## src/hw/rtl/b2b_gunit.sv

```systemverilog
`timescale 1ns / 1ps
// ----------------------------------------------------------------------------
// BLAKE2b half-G unit
// One half of the G function: two adds, one xor-rotate, one add, one
// xor-rotate. The rotation pair is chosen by the half select.
// ----------------------------------------------------------------------------
module b2b_gunit (
  input  logic        second_i,
  input  logic [63:0] a_i,
  input  logic [63:0] b_i,
  input  logic [63:0] c_i,
  input  logic [63:0] d_i,
  input  logic [63:0] m_i,
  output logic [63:0] a_o,
  output logic [63:0] b_o,
  output logic [63:0] c_o,
  output logic [63:0] d_o
);

  logic [63:0] dx, bx;

  // Rotations are 32 and 24 in the first half, 16 and 63 in the second.
  always_comb begin
    a_o = a_i + b_i + m_i;
    dx  = d_i ^ a_o;
    d_o = second_i ? {dx[15:0], dx[63:16]} : {dx[31:0], dx[63:32]};
    c_o = c_i + d_o;
    bx  = b_i ^ c_o;
    b_o = second_i ? {bx[62:0], bx[63]} : {bx[23:0], bx[63:24]};
  end

endmodule

```

## config.mk

```make
export PLATFORM = sky130hd
export DESIGN_NAME = b2b_gunit
export DESIGN_NICKNAME = d
export VERILOG_FILES = /design/src/hw/rtl/b2b_gunit.sv
export SDC_FILE = /design/constraint.sdc
export NUM_CORES = 1
export LEC_CHECK = 0
export ABC_AREA = 1
export BUFFER_PORTS_ARGS = -buffer_cell sky130_fd_sc_hd__buf_2
export CAP_MARGIN = 20
export CORE_AREA = 5 5 219 221
export DETAILED_ROUTE_END_ITERATION = 10
export DIE_AREA = 0 0 224 226
export GPL_TIMING_DRIVEN = 0
export PLACE_DENSITY = 0.59
export SLEW_MARGIN = 5
export SYNTH_ARGS = -nofsm -noshare
export SYNTH_HDL_FRONTEND = slang
export SYNTH_SLANG_ARGS = --single-unit
export TNS_END_PERCENT = 30
```

## constraint.sdc

```tcl
create_clock -name vclk -period 11.3
set_input_delay 0.565 -clock vclk [all_inputs]
set_output_delay 0.565 -clock vclk [all_outputs]
set_load 0.005 [all_outputs]
```

# After elaboration in Yosys (flattened, before gate mapping)
# Cells that the tools add are included.
[totals] out_inout_bits=256 regBits=0 word_cells=7 in_bits=321
[classes] addsub=3 n_mux=2 bitwise_logic=2
[op_table] cell="$add A64 B64 Y64" n=3
[op_table] cell="$mux W64" n=2
[op_table] cell="$xor A64 B64 Y64" n=2

# Longest topological paths before layout
[depth] word_depth=7 ltp_mapped=40 mapped_depth_nobuf=40

# Worst setup path before layout
# No wires, ideal clock.
[synth_path] path_kind="input port to output port" startpoint="in a_i[1]" endpoint="out b_o[26]" path_buffers=0 required_ns=10.735 path_slack_ns=5.794 arrival_time_ns=4.941 stages=37 cell_sequence="inv_1 > fa_1 > inv_1 > ha_1 > inv_1 > fa_1 > inv_1 > nand3_1 > nand3_1 > nand2_1 > nand2_1 > nand2_1 > nand2_2 > a21oi_2 > o21ai_2 > xor2_2 > xnor2_1 > inv_1 > nand2_1 > o21ai_0 > fa_1 > nand2_1 > inv_1 > nand2_1 > nand2_1 > nand2_1 > nand2_1 > inv_1 > o21bai_2 > nand3_1 > nand3_2 > a21o_1 > or2_2 > nand2_1 > nand2_1 > nand3_1 > nand2_1"
[synth_via] elab_chain_len=7
[synth_lines] element="start: declaration" line="9" source="input logic [63:0] a_i,"
[synth_lines] element="$add A64 B64 Y64 (2 in a row)" line="24" source="a_o = a_i + b_i + m_i;"
[synth_lines] element="net a_o[33]" line="14" source="output logic [63:0] a_o,"
[synth_lines] element="$xor A64 B64 Y64" line="25" source="dx = d_i ^ a_o;"
[synth_lines] element="$mux W64" line="26" source="d_o = second_i ? {dx[15:0], dx[63:16]} : {dx[31:0], dx[63:32]};"
[synth_lines] element="net d_o[1]" line="17" source="output logic [63:0] d_o"
[synth_lines] element="$add A64 B64 Y64" line="27" source="c_o = c_i + d_o;"
[synth_lines] element="net c_o[50]" line="16" source="output logic [63:0] c_o,"
[synth_lines] element="$xor A64 B64 Y64" line="28" source="bx = b_i ^ c_o;"
[synth_lines] element="$mux W64" line="29" source="b_o = second_i ? {bx[62:0], bx[63]} : {bx[23:0], bx[63:24]};"
[synth_lines] element="end: declaration" line="15" source="output logic [63:0] b_o,"
# The timed path passes the listed nets, and every way through them passes these cells.

# Final worst setup path
[layout_path] startpoint="in a_i[1]" endpoint="out b_o[8]"
[layout_via] elab_chain_len=7
[layout_lines] element="$add A64 B64 Y64 (2 in a row)" line="24"
[layout_lines] element="$xor A64 B64 Y64" line="25"
[layout_lines] element="$mux W64" line="26"
[layout_lines] element="$add A64 B64 Y64" line="27"
[layout_lines] element="$xor A64 B64 Y64" line="28"
[layout_lines] element="$mux W64" line="29"
# No other way between the ends.

==> results.ini <==
[grt]
antenna_found_initial=11
overflow=0
grt.total_usage_pct=34.61
grt_pass1_vias=17650
grt_pass1_wl_mm=126.3
grt_max_degree=11

[place]
routabilityCongestion=1.064
io_buffers=577
place_hpwl_mm=86.27
place_ws_ns=3.840

[route]
drt_iter0_markers=1685
ant_nets=0
vias_per_cell=5.367
first_pass_iters=6
routed_wl_mm=93.15
drc_errors=0
vias=18426
avgRoutedWirePerCell_um=27.13

[finish]
final_core_util_pct=36.77
fill_cells=5392
drive_gt1_share_pct=25.12
nNetsFinal=3335
layout.area.seq_um2=0
seq_cell_count=0
nClkBuffers=0
syn_to_final_growth_pct=27.69

[job]
cap_violations=0

[critical_path]
crit_type=primary input to output port
arrival_ns=7.14
critPathRequiredTime_ns=10.74
startpoint_type=primary input
slowest_stage=o21ai_0
path_common_cell=nand2_1
slowest_delay_ns=0.77
path_max_fanout=5
timing.critical_path.buf_inv=6
end_kind=output port
path_delay_family=compound AO/OA/AOI/OAI gates

[hold_path]
hold_class=primary input to output port

[logic_synthesis]
synthMuxAreaShare_pct=0.07564
synth.avg_cell_area_um2=5.897
synth_simple_gate_area_share_pct=38.36
synth_fa_ha_area_share_pct=21.65
synth_cell_types=58
synth_nets=2755
seq_area_frac_synth_pct=0
yosys-top-cells-area=nand2_1, ha_1, fa_1
yosysWarningCount=0
synth_top_family_by_area=simple AND/OR/NAND/NOR gates
synth_cells=2244
synth_compound_area_share_pct=18.97
synth-xor-area-share_pct=11.63
synth_area_leader_cell=nand2_1
synth_common_cells=nand2_1, inv_1, nand3_1, nor2_1, a21oi_1
yosysMostFrequentCell=nand2_1
syn_area_um2=13230
yosysTopAreaCellShare_pct=16.62

[die]
io_pins=577
core_um2=45960
initial_core_util_pct=28.79
die_w_um=224
die_h_um=226
dieArea_um2=50620
num_rows=79

[pwr]
p_leak_nw=8.970
finalPower_w=0.004055
ir_drop_mv=0.07435
p_per_area_nw_per_um2=240.0

[sta]
setup_viol=0
fin_crit_ns=7.706
min_period_over_period_pct=68.19
final.setup.worst_slack_ns=3.594
finalHoldViolations=0
max_slew_margin_pct=20.36
tightest_slew_ns=1.182
clock.fmax_mhz=129.8
grt_setup_unrepaired=no
final.setup.tns_ns=0
slew_viol_final=0

[run_status]
outcome=completed

[clock_network]
holdBufCountCts=0
cts_resized=0
postCtsSetupBuffers=0

-- cell type report --
type | count | area (um^2) | share of cell area [%]
Timing Repair Buffer | 578 | 2895 | 17.13
Buffer | 29 | 167.7 | 0.9922
Antenna cell | 4 | 10.01 | 0.05923
Multi-Input combinational cell | 1931 | 12000 | 71.01
Inverter | 284 | 1066 | 6.308
Tap cell | 607 | 759.5 | 4.494
-- where the power goes --
group	internal (W)	switching [W]	total (W)
sequential	0	0	0
combinational	0.00123	0.00282	0.00405
clock	0.0000000000477	0	0.0000000000478
-- layout by cell type (no fill, tap or decap), types with 9 or more instances in the layout --
cell / Yosys / final
or2_1: 18 / 18
inv_1: 274 / 274
nor3_1: 14 / 14
inv_2: 9 / 9
nand3_2: 11 / 11
buf_2: 3 / 580
ha_1: 125 / 125
nand3b_1: 21 / 21
clkbuf_1: 12 / 12
nor2_1: 192 / 192
a21oi_2: 13 / 13
or2_2: 15 / 15
nor4_1: 10 / 10
nand2_2: 19 / 19
o21ai_1: 12 / 12
xor2_1: 99 / 99
a21o_1: 30 / 30
a21oi_1: 173 / 173
xnor2_1: 47 / 47
o21bai_1: 17 / 17
xor2_2: 15 / 15
fa_1: 65 / 65
nand2_1: 586 / 586
a31oi_1: 13 / 13
o21ai_0: 138 / 138
nand3_1: 218 / 218
-- per-stage QoR --
stage / cell area [um^2] / hold slack (ns) / cells
2_1_floorplan: 13230 / 1.259 / 2244
3_3_place_gp: 16880 / 1.478 / 3428
3_5_place_dp: 16890 / 1.483 / 3429
4_1_cts: 16890 / 1.491 / 3429
5_1_grt: 16890 / 1.514 / 3431
6_report: 16900 / 1.491 / 3433
-- routing by layer --
| layer | vias up | track usage (%) | wire (um) |
|---|---|---|---|
| met3 | 159 | 6.135 | 8412 |
| met5 | - | 0 | 96 |
| met2 | 948 | 58.70 | 43400 |
| li1 | 8557 | - | - |
| met4 | 16 | 11.19 | 3974 |
| met1 | 8746 | 44.72 | 37270 |
-- worst paths after layout --
path | startpoint | end | slack (ns) | cells after the start
hold / removal | c_i[0] | c_o[0] | 1.49 | 3
setup / recovery | a_i[1] | b_o[8] | 3.59 | 31
-- kinds of logic after synthesis --
family	count (synthesis)
xor gates and xnor gates	162
muxes	1
AOI/OAI and AO/OA	433
and+or+nand+nor	1145
adders and majority gates	190
buffers and inverters	313
No activity file was read; power rests on OpenSTA's default activity.
